[src/design/clip_fade_gain_mixer_macros.svh]
// Assertion macros used by the mixer divider RTL.
`ifndef CLIP_FADE_GAIN_MIXER_MACROS_SVH
`define CLIP_FADE_GAIN_MIXER_MACROS_SVH

// Same-cycle implication, disabled while in reset
`define CFGM_ASSERT_NOW(label, clk, rst_n, ante, cons, msg) \
  label: assert property (@(posedge clk) disable iff (!rst_n) (ante) |-> (cons)) \
    else $error(msg);

// Next-cycle implication, disabled while in reset
`define CFGM_ASSERT_NEXT(label, clk, rst_n, ante, cons, msg) \
  label: assert property (@(posedge clk) disable iff (!rst_n) (ante) |=> (cons)) \
    else $error(msg);

`endif

[src/design/cfgm_pkg.sv]
// Shared types and constants for the clip fade/gain mixer.
package cfgm_pkg;

  // Fixed field widths
  localparam int LEN_W     = 24;  // fade lengths
  localparam int RO_W      = 31;  // read offset
  localparam int FOB_W     = 32;  // fade-out begin, signed
  localparam int GAIN_W    = 20;  // Q4.16 gain
  localparam int RAMP_FRAC = 16;  // ramp fraction bits
  localparam int RAMP_W    = RAMP_FRAC + 1;
  localparam int DIV_STEPS = 2;   // quotient bits per divider stage
  localparam int REG_IDX_W = 3;

  localparam logic [RAMP_W-1:0]       RAMP_ONE   = {1'b1, {RAMP_FRAC{1'b0}}};
  localparam logic signed [FOB_W-1:0] FOB_RESET  = 32'sd1;
  localparam logic [GAIN_W-1:0]       GAIN_RESET = 20'h10000;

  // Register map index
  typedef enum logic [REG_IDX_W-1:0] {
    REG_REGION_START    = 3'd0,
    REG_REGION_END      = 3'd1,
    REG_READ_OFFSET     = 3'd2,
    REG_FADE_IN_LENGTH  = 3'd3,
    REG_FADE_OUT_LENGTH = 3'd4,
    REG_FADE_OUT_BEGIN  = 3'd5,
    REG_GAIN_LEFT       = 3'd6,
    REG_GAIN_RIGHT      = 3'd7
  } reg_idx_t;

  // Fixed-width configuration bundle
  typedef struct packed {
    logic [RO_W-1:0]         read_offset;
    logic [LEN_W-1:0]        fade_in_length;
    logic [LEN_W-1:0]        fade_out_length;
    logic signed [FOB_W-1:0] fade_out_begin;
    logic [GAIN_W-1:0]       gain_left;
    logic [GAIN_W-1:0]       gain_right;
  } cfg_fix_t;

endpackage

[src/design/cfgm_front.sv]
// Region check, read index and fade ramp operand selection (four stages).
module cfgm_front import cfgm_pkg::*; #(
  parameter int POS_W = 40,
  parameter int SMP_W = 24
) (
  input  logic                    clk,
  input  logic                    rst_n,
  input  logic                    in_valid,
  output logic                    in_ready,
  input  logic [POS_W-1:0]        in_position,
  input  logic signed [SMP_W-1:0] in_mix_left,
  input  logic signed [SMP_W-1:0] in_mix_right,
  input  logic signed [SMP_W-1:0] in_clip_left,
  input  logic signed [SMP_W-1:0] in_clip_right,
  input  logic                    in_sample_present,
  input  logic [POS_W-1:0]        region_start,
  input  logic [POS_W-1:0]        region_end,
  input  cfg_fix_t                cfg,
  output logic                    out_valid,
  input  logic                    out_ready,
  output logic [LEN_W-1:0]        out_num,
  output logic [LEN_W-1:0]        out_den,
  output logic                    out_bypass,
  output logic [4*SMP_W:0]        out_tag
);

  localparam int RW   = ((POS_W > RO_W) ? POS_W : RO_W) + 1;  // read index
  localparam int DW   = RW + 1;                               // index minus begin
  localparam int SMPS = 4 * SMP_W;

  logic v1_r, v2_r, v3_r, v4_r;
  logic en1, en2, en3, en4;

  // Stage 1: offset into region, region hit
  logic [POS_W-1:0] k1_r;
  logic             inr1_r;
  logic [SMPS-1:0]  smp1_r;
  // Stage 2: read index, fade-in hit
  logic [RW-1:0]    r2_r;
  logic [LEN_W-1:0] klo2_r;
  logic             fi2_r;
  logic             inr2_r;
  logic [SMPS-1:0]  smp2_r;
  // Stage 3: distance past fade-out begin
  logic signed [DW-1:0] diff3_r;
  logic [LEN_W-1:0]     klo3_r;
  logic                 fi3_r;
  logic                 inr3_r;
  logic [SMPS-1:0]      smp3_r;
  // Stage 4: divider operands
  logic [LEN_W-1:0] num4_r, den4_r;
  logic             byp4_r;
  logic             inr4_r;
  logic [SMPS-1:0]  smp4_r;

  logic [POS_W-1:0]     k_nxt;
  logic                 inr_nxt;
  logic [RW-1:0]        r_nxt;
  logic                 fi_nxt;
  logic signed [DW-1:0] fob_ext;
  logic signed [DW-1:0] diff_nxt;
  logic signed [DW-1:0] fol_ext;
  logic                 fo_on;
  logic                 d_big;
  logic [LEN_W-1:0]     fo_num;
  logic [LEN_W-1:0]     num_nxt, den_nxt;
  logic                 byp_nxt;

  // Ready chain: a stage loads when empty or when its successor moves
  assign en4      = !v4_r || out_ready;
  assign en3      = !v3_r || en4;
  assign en2      = !v2_r || en3;
  assign en1      = !v1_r || en2;
  assign in_ready = en1;

  // Stage 1 logic
  assign k_nxt   = in_position - region_start;
  assign inr_nxt = (in_position >= region_start) && (in_position <= region_end)
                   && in_sample_present;

  // Stage 2 logic
  assign fi_nxt = k1_r < POS_W'(cfg.fade_in_length);
  assign r_nxt  = RW'(k1_r) + RW'(cfg.read_offset);

  // Stage 3 logic
  assign fob_ext  = {{(DW-FOB_W){cfg.fade_out_begin[FOB_W-1]}}, cfg.fade_out_begin};
  assign diff_nxt = $signed({1'b0, r2_r}) - fob_ext;

  // Stage 4 logic: pick fade-in, fade-out or unity
  assign fol_ext = {{(DW-LEN_W){1'b0}}, cfg.fade_out_length};
  assign fo_on   = !diff3_r[DW-1] && (diff3_r != '0);
  assign d_big   = diff3_r >= fol_ext;
  assign fo_num  = cfg.fade_out_length - diff3_r[LEN_W-1:0];

  always_comb begin
    num_nxt = '0;
    den_nxt = cfg.fade_out_length;
    byp_nxt = 1'b0;
    if (fi3_r) begin
      num_nxt = klo3_r;
      den_nxt = cfg.fade_in_length;
    end else if ((cfg.fade_out_length == '0) || !fo_on) begin
      byp_nxt = 1'b1;
    end else if (!d_big) begin
      num_nxt = fo_num;
    end
  end

  // Valid bits
  always_ff @(posedge clk) begin
    if (!rst_n) begin
      v1_r <= 1'b0;
      v2_r <= 1'b0;
      v3_r <= 1'b0;
      v4_r <= 1'b0;
    end else begin
      if (en1) v1_r <= in_valid;
      if (en2) v2_r <= v1_r;
      if (en3) v3_r <= v2_r;
      if (en4) v4_r <= v3_r;
    end
  end

  // Payload
  always_ff @(posedge clk) begin
    if (en1) begin
      k1_r   <= k_nxt;
      inr1_r <= inr_nxt;
      smp1_r <= {in_mix_left, in_mix_right, in_clip_left, in_clip_right};
    end
    if (en2) begin
      r2_r   <= r_nxt;
      klo2_r <= k1_r[LEN_W-1:0];
      fi2_r  <= fi_nxt;
      inr2_r <= inr1_r;
      smp2_r <= smp1_r;
    end
    if (en3) begin
      diff3_r <= diff_nxt;
      klo3_r  <= klo2_r;
      fi3_r   <= fi2_r;
      inr3_r  <= inr2_r;
      smp3_r  <= smp2_r;
    end
    if (en4) begin
      num4_r <= num_nxt;
      den4_r <= den_nxt;
      byp4_r <= byp_nxt;
      inr4_r <= inr3_r;
      smp4_r <= smp3_r;
    end
  end

  assign out_valid  = v4_r;
  assign out_num    = num4_r;
  assign out_den    = den4_r;
  assign out_bypass = byp4_r;
  assign out_tag    = {inr4_r, smp4_r};

endmodule

[config.mk]
export PLATFORM = sky130hd
export DESIGN_NAME = cfgm_front
export DESIGN_NICKNAME = d
export VERILOG_FILES = /design/src/design/clip_fade_gain_mixer_macros.svh /design/src/design/cfgm_pkg.sv /design/src/design/cfgm_front.sv
export SDC_FILE = /design/constraint.sdc
export NUM_CORES = 1
export LEC_CHECK = 0
export ABC_AREA = 1
export BUFFER_PORTS_ARGS = -buffer_cell sky130_fd_sc_hd__buf_2
export CELL_PAD_IN_SITES_DETAIL_PLACEMENT = 2
export CELL_PAD_IN_SITES_GLOBAL_PLACEMENT = 2
export CORE_MARGIN = 2
export CORE_UTILIZATION = 39
export DETAILED_ROUTE_END_ITERATION = 6
export PLACE_DENSITY = 0.92
export SYNTH_ARGS = -nofsm -noshare
export SYNTH_HDL_FRONTEND = slang
export SYNTH_SLANG_ARGS = --single-unit
[constraint.sdc]
create_clock -name clk -period 39.6 [get_ports clk]
set_input_delay 7.92 -clock clk [delete_from_list [all_inputs] [get_ports clk]]
set_output_delay 7.92 -clock clk [all_outputs]
set_load 0.02 [all_outputs]
==> out/results.ini, run 1 <==
[placed_design]
io_buffer_count = 479
gp_congestion = 0.932
dp_hpwl_um = 110000
pre_cts_ws_ns = 20.14

[setup_path]
crit_fanout = 101
worstSetupStartpointType = input pin
end_kind = primary output
criticalPathCategory = input pin to primary output
crit_arrival_ns = 11.57
ff2ff_setup_slack_ns = 34.54
crit_required_ns = 31.68

[synth]
avgSynthCellArea_um2 = 9.93
ys_ff_latch = 614
synth_top_area_share = 0.578
ys_warn_count = 0
synth_area_um2 = 31700
synth_top_area_cell = edfxtp_1
synth-edff-count = 610
synthArstFlopShare = 0
synth_nets = 3787
synth_cell_types = 36
yosysSeqAreaShare = 0.581
synthFlopType = edfxtp_1
synth_most_common_cell = nand2_1
synth_top_cells_by_count = nand2_1 (852), edfxtp_1 (610), inv_1 (467)
syn_inst = 3189
ys_top_cells_by_area = edfxtp_1 (58%), nand2_1 (10%), ha_1 (8.8%)

[clock_tree]
post-cts-setup-buffers = 0
cts_sinks = 614
cts.reportedPaths.clkPinSlew_ns = 0.07
clock_latency_ns = 0.67
post_cts_resized = 0
numCtsBuffers = 70
cts_tree = built
root_buffer = clkbuf_16
clock_path_buffers = 3
cts_max_level = 3
cts_hold_buf = 0

[route]
ant_nets = 0
vias_per_cell = 5.97
drc = 0
dr.pass1.iters = 5
initialDrtViolationCount = 2833
routedWlPerCell_um = 33.6
wl_um = 163000
num_vias = 29000

[finish]
area_delta_synth_final_pct = 19.1
num-fill-cells = 8549
multi_input_comb_area_um2 = 11400
drive_gt1_frac = 0.166
postLayoutCoreUtil = 0.469
regArea_um2 = 18400
nets = 4330

[grt]
grt_pass1_vias = 31400
grt_usage = 0.367
antenna_found_initial = 27
grt_max_degree = 102
grt-ovfl-total = 0
grt_pass1_wl_um = 221000

[sta]
finalCriticalPeriod_ns = 19.49
final-setup-viol-count = 0
timing.fmax_mhz = 51.3
maxSlewHeadroom = 0.176
fin_skew_ns = 0.0459
drv_slew = 0
hold_viol = 0
worst_slack_ns = 20.11
rsz0062_at_grt = no
worstMarginPinSlew_ns = 1.24
fin_crit_sh = 0.492
setup_tns_ns = 0

[power]
powerDensity_nw_per_um2 = 64.1
p_leak_nw = 17.6
power_mw = 2.42
ir_drop_mv = 0.0331

[min_path]
hp-class = flip-flop to flip-flop

[floorplan]
rows = 104
dieHeight_um = 289
die_w_um = 289
start_util = 0.394
pin_count = 520
dieArea_um2 = 83500
coreArea_um2 = 80400

[run_status]
status = finished, final reports clean

[flow_run]
cap_violations = 0

## worst max-delay path, stage by stage
cell     delay (ns)
buf_2          0.08
nor2_1         0.08
inv_6          0.66
nor2_1         0.24
inv_6          0.87
nor2_1         0.35
nand2_4        0.98
buf_2          0.33
## placed cells by master (no fill, tap or decap), types with 5 or more instances in the layout
master	instances
nand2_1	851
edfxtp_1	610
buf_2	479
inv_1	464
nor2_1	295
ha_1	222
a21oi_1	200
nand3_1	132
o21ai_0	112
nand4_1	71
xor2_1	71
clkbuf_16	70
diode_2	18
clkinv_1	17
o21a_1	16
xnor2_1	15
nor3_1	13
o21bai_1	12
a21o_1	12
nand2_2	11
o21ai_2	11
nor4_1	10
bufinv_16	10
clkinv_2	8
or2_2	7
inv_6	6
nand3b_1	6
clkbuf_1	6
buf_4	5
## path summary, 6_finish.rpt
path                           from                   to  depth (start not counted)
max                       out_ready             in_ready                          8
min             smp3_r[3]$_DFFE_PP_  smp4_r[3]$_DFFE_PP_                          0
max reg2reg  out_valid$_SDFFE_PN0P_    k1_r[8]$_DFFE_PP_                          8
min reg2reg     smp3_r[3]$_DFFE_PP_  smp4_r[3]$_DFFE_PP_                          0
## cells by family after synthesis
kind of cell,count (synthesis),share of synthesized area
AO/OA/AOI/OAI,371,0.0638
XOR/XNOR,86,0.0238
adder cells (fa/ha/maj),226,0.0902
buffers and inverters,484,0.0587
flip-flops,614,0.581
AND/OR/NAND/NOR,1408,0.183
## area by class of cell
type | count | area share
Tap cell | 1060 | 0.0352
Timing Repair Buffer | 484 | 0.0646
Clock inverter | 45 | 0.0142
Inverter | 471 | 0.0473
Clock buffer | 76 | 0.0470
Multi-Input combinational cell | 2091 | 0.303
Sequential cell | 614 | 0.488
Antenna cell | 18 | 0.00119
## report_power, final
| part | leakage (nW) | internal, mW | total, mW | switching, mW |
|---|---|---|---|---|
| Clock | 1.12 | 0.392 | 0.706 | 0.314 |
| Combinational | 9.89 | 0.210 | 0.795 | 0.585 |
| Sequential | 6.55 | 0.826 | 0.917 | 0.0904 |
## per-stage QoR
step | cell area [um2] | cells | hold WS [ns]
floorplan | 31700 | 3189 | 0.400
global placement | 35400 | 4720 | 0.400
detailed placement | 35400 | 4720 | 0.405
CTS | 37700 | 4841 | 0.420
global route | 37700 | 4849 | 0.427
finish | 37700 | 4859 | 0.415
## flip-flops by register name, summed over array words and instances, names as in the netlist, 24 cells and up
| signal | flops |
|---|---|
| r2_r | 41 |
| smp1_r | 96 |
| smp2_r | 96 |
| klo2_r | 24 |
| out_den | 24 |
| smp4_r | 96 |
| k1_r | 40 |
| klo3_r | 24 |
| smp3_r | 96 |
| out_num | 24 |
| diff3_r | 42 |
## layer usage
metal  track usage  up-vias  share of wire
met3        0.0762      741          0.077
met5             0        -         0.0010
li1              -    11800              -
met1         0.386    14500           0.34
met2         0.664     1931           0.50
met4         0.239       26          0.084
No activity file was read; power rests on OpenSTA's default activity.
==> inputs of run 2 (changes only) <==
CORE_UTILIZATION = 32   (was 39)
PLACE_DENSITY = 0.82   (was 0.92)
clock period = 16.85 ns   (was 39.6 ns; I/O delays follow)
==> run 2 against run 1 <==
Design area rose by 0.81%. Die area rose by 22%. Worst setup slack got worse by 13 ns. Power rose by 120%. Sequential share of layout area fell by 0.39 points. Via count fell by 12%. Sequential power rose by 130%. Count of clock-buffer cells in the layout rose by 12. Largest cell class unchanged. Highest routed layer unchanged.
==> out/results.ini, run 2 (same netlist as run 1, synthesis figures left out) <==
[run_status]
status = finished, final reports clean

[power]
p_sw_mw = 1.93
ir_drop_mv = 0.0668
power_frac_clock = 0.303
p_int_mw = 3.36
power_frac_seq = 0.398
switching_share = 0.365
comb_power_share = 0.299
p_leak_nw = 17.6
power_mw = 5.28
powerDensity_nw_per_um2 = 139

[clock_tree]
post_cts_resized = 0
post-cts-setup-buffers = 0
cts_tree = built
cts.reportedPaths.clkPinSlew_ns = 0.06
cts_max_level = 3
clock_path_buffers = 3
clock_latency_ns = 0.66
numCtsBuffers = 68
cts_sinks = 614
root_buffer = clkbuf_16
cts_hold_buf = 0

[sta]
drv_slew = 0
maxSlewHeadroom = 0.293
setup_tns_ns = 0
fin_skew_ns = 0.0589
timing.fmax_mhz = 104
whs_ns = 0.412
hold_viol = 0
fin_crit_sh = 0.569
final-setup-viol-count = 0
rsz0062_at_grt = no
worstMarginPinSlew_ns = 1.06
finalCriticalPeriod_ns = 9.59

[setup_path]
path_cells = buf_2, nor2_1, inv_6, nor2_1, inv_6, nor2_1, nand2_4, buf_2
cp_common_cell = nor2_1
worstSetupStartpointType = input pin
end_kind = primary output
cpPeakStageDelay_ns = 0.70
slowest_stage = nand2_4
crit_fanout = 84
crit_required_ns = 13.48
crit_arrival_ns = 6.22
criticalPathCategory = input pin to primary output

[finish]
area_delta_synth_final_pct = 20.0
regArea_um2 = 18400
final_common_cell = nand2_1
drive_gt1_frac = 0.167
postLayoutCoreUtil = 0.387
multi_input_comb_area_um2 = 11400
final_cell_mix = nand2_1 (851), edfxtp_1 (610), buf_2 (479), inv_1 (464), nor2_1 (295)
design_area_um2 = 38000
nets = 4329
num-fill-cells = 10800

[route]
ant_nets = 0
routedWlPerCell_um = 25.0
wl_um = 127000
initialDrtViolationCount = 1459
num_vias = 25400
dr.pass1.iters = 5
vias_per_cell = 5.01
drc = 0

[floorplan]
coreArea_um2 = 98300
dieArea_um2 = 102000
die_w_um = 319
pin_count = 520
rows = 115
dieHeight_um = 319
start_util = 0.322

[placed_design]
dp_hpwl_um = 101000
placed_area_um2 = 35700
gp_congestion = 0.930
io_buffer_count = 479

[grt]
grtUsageMet1 = 0.273
grt_max_degree = 96
grt_pass1_wl_um = 183000
use_met3 = 0.0362
grt_pass1_vias = 28100
globalRouteMet2Util = 0.468
antenna_found_initial = 24
grt_usage = 0.244
grt-ovfl-total = 0
busiest_layer = met2

[flow_run]
cap_violations = 0

[min_path]
hp-class = flip-flop to flip-flop

run 2: cell count changes in the layout (fill, tap and decap cells not counted), sizes merged:
cell / before / now
clkbuf: 76 / 88
clkinv: 28 / 17
diode: 18 / 9
buf: 484 / 485
clkinvlp: 3 / 4
inv: 475 / 474
run 2: power groups by stage:
stage	Clock (mW)	Combinational, mW	Sequential, mW
after floorplan	0	0.961	2.05
after CTS	1.62	1.57	2.10
after detailed placement	0	1.54	2.13
after global routing	1.68	1.74	2.11
after global placement	0	1.46	2.10
final	1.60	1.58	2.10
run 2: final timing paths:
kind | from | depth (start not counted) | slack, ns | to
hold reg to reg | smp2_r[21]$_DFFE_PP_ | 0 | 0.41 | smp3_r[21]$_DFFE_PP_
setup / recovery | out_ready | 8 | 7.26 | in_ready
hold / removal | smp2_r[21]$_DFFE_PP_ | 0 | 0.41 | smp3_r[21]$_DFFE_PP_
setup reg to reg | out_valid$_SDFFE_PN0P_ | 8 | 12.67 | k1_r[17]$_DFFE_PP_
run 2: routing by layer:
layer / routed length (um) / vias to the layer above
li1: - / 11800
met1: 49000 / 12700
met2: 67800 / 667
met3: 5350 / 224
met4: 4720 / 14
met5: 80 / -
run 2: worst max-delay path, delay by kind of cell:
family,cells,cell delay (ns)
buf+inv,4,0.97
simple gates,4,1.76
run 2: cell type report:
class,count,share of cell area
antenna,9,0.000592
clock buffer,88,0.0481
clock inverter,34,0.0136
inverter,471,0.0469
multi-input combinational,2091,0.300
sequential,614,0.484
tap,1287,0.0423
timing repair buffer,485,0.0642
run 2: stage by stage:
| stage | worst slack (ns) | std cells |
|---|---|---|
| floorplan | 0.408 | 3189 |
| global placement | 7.38 | 4948 |
| detailed placement | 7.19 | 4948 |
| CTS | 7.20 | 5070 |
| global route | 7.02 | 5074 |
| finish | 7.26 | 5079 |
==> inputs of run 3 (changes only) <==
clock period = 8.7 ns   (was 16.85 ns; I/O delays follow)
==> run 3 against run 2 <==
Routed wire length down 3.0%. Non-clock buffer count increased by 2. Design area fell by 0.49%. Count of clock-buffer cells in the layout down 5. Highest routed layer unchanged. Worst setup slack got worse by 4.7 ns. Critical endpoint unchanged. Combinational power rose by 92%. Sequential cell count stayed put. Sequential share of layout area increased by 0.24 points. Largest cell class unchanged.
==> out/results.ini, run 3 (same netlist as run 1, synthesis figures left out) <==
[setup_path]
timing.rr.end = klo2_r[16]$_DFFE_PP_
crit_arrival_ns = 4.41
r2r-start = out_valid$_SDFFE_PN0P_
worstSetupStartpointType = input pin
r2r_cells = 8
crit_fanout = 74
ff2ff_setup_slack_ns = 4.49
criticalPathCategory = input pin to primary output
crit_required_ns = 6.96
end_kind = primary output

[floorplan]
coreArea_um2 = 98300
pin_count = 520
dieHeight_um = 319
start_util = 0.322
die_w_um = 319
rows = 115
dieArea_um2 = 102000

[clock_tree]
clock_path_buffers = 3
post-cts-setup-buffers = 0
cts_hold_buf = 0
cts_tree = built
numCtsBuffers = 67
post_cts_resized = 0
cts_max_level = 3
cts_sinks = 614
cts.reportedPaths.clkPinSlew_ns = 0.06
clock_latency_ns = 0.63
root_buffer = clkbuf_16

[flow_run]
cap_violations = 0

[finish]
area_delta_synth_final_pct = 19.5
drive_gt1_frac = 0.166
fin_cells = 5072
nets = 4330
num-fill-cells = 10900
final_common_cell = nand2_1
final_cell_mix = nand2_1 (851), edfxtp_1 (610), buf_2 (479), inv_1 (464), nor2_1 (294)
design_area_um2 = 37800

[grt]
grt_usage = 0.239
grt_pass1_vias = 28200
antenna_found_initial = 14
grt_pass1_wl_um = 181000
grt-ovfl-total = 0
grt_max_degree = 124

[sta]
hold_viol = 0
final-setup-viol-count = 0
maxSlewHeadroom = 0.330
worst_slack_ns = 2.55
timing.fmax_mhz = 163
fin_skew_ns = 0.0349
finalCriticalPeriod_ns = 6.15
setup_tns_ns = 0
fin_crit_sh = 0.707
rsz0062_at_grt = no
worstMarginPinSlew_ns = 1.00
drv_slew = 0

[route]
wl_um = 123000
drc = 0
routedWlPerCell_um = 24.3
ant_nets = 0
initialDrtViolationCount = 1242
dr.pass1.iters = 5
num_vias = 25300
vias_per_cell = 4.98

[power]
power_mw = 9.91
p_int_mw = 6.28
comb_power_share = 0.305
p_leak_nw = 17.5
power_frac_clock = 0.285
powerDensity_nw_per_um2 = 262
switching_share = 0.366
p_sw_mw = 3.63
power_frac_seq = 0.410
ir_drop_mv = 0.136

[placed_design]
pre_cts_ws_ns = 2.44
dp_hpwl_um = 101000
placed_area_um2 = 35700
io_buffer_count = 479
placedCellCount = 4950
gp_congestion = 0.938

[run_status]
status = finished, final reports clean

[min_path]
hold_end = smp3_r[81]$_DFFE_PP_
worst_hold_path.num_cells = 0
min_from = smp2_r[81]$_DFFE_PP_
hp-class = flip-flop to flip-flop

-- run 3: worst max-delay path by stage --
| stage | startpoint | end | slack, ns | cells after the start |
|---|---|---|---|---|
| final | out_ready | in_ready | 2.55 | 8 |
| after global routing | out_ready | in_ready | 2.25 | 8 |
| after CTS | out_ready | in_ready | 2.45 | 8 |
| after detailed placement | out_ready | in_ready | 2.44 | 8 |
| after global placement | out_ready | in_ready | 2.65 | 8 |
| after floorplan | out_ready | fi2_r$_DFFE_PP_ | -1.57 | 6 |
-- run 3: worst max-delay path: stages --
cell	delay (ns)
buf_2	0.12
nor2_4	0.10
clkinvlp_4	0.54
nor2_1	0.39
clkinvlp_4	0.15
nor2_1	0.46
nand2_8	0.54
buf_2	0.35
-- run 3: final cells by class --
cell class | count | area (um2) | share of cell area
clock buffer | 83 | 1780 | 0.0470
clock inverter | 35 | 350 | 0.00926
antenna | 4 | 10.0 | 0.000265
sequential | 614 | 18400 | 0.486
inverter | 471 | 1780 | 0.0470
multi-input combinational | 2091 | 11400 | 0.302
tap | 1287 | 1610 | 0.0426
timing repair buffer | 487 | 2470 | 0.0653
-- run 3: power groups by stage --
| stage | Clock, mW | Combinational (mW) | Sequential (mW) |
|---|---|---|---|
| 6_report | 2.82 | 3.03 | 4.07 |
| 5_1_grt | 2.98 | 3.35 | 4.09 |
| 4_1_cts | 2.89 | 3.02 | 4.07 |
| 3_5_place_dp | 0 | 2.97 | 4.13 |
| 3_3_place_gp | 0 | 2.82 | 4.07 |
| 2_1_floorplan | 0 | 1.86 | 3.96 |
-- run 3: through the flow --
stage	util	hold WS [ns]
after floorplan	-	0.400
after global placement	0.363	0.400
after detailed placement	0.363	0.406
after CTS	0.385	0.405
after global routing	0.385	0.406
final	0.385	0.407
-- run 3: metal layers --
layer / track usage / vias to the layer above / routed length [um]
met5: 0 / - / 78
met4: 0.0668 / 12 / 3350
met3: 0.0307 / 171 / 4840
met2: 0.461 / 616 / 66300
met1: 0.274 / 12700 / 48600
li1: - / 11800 / -
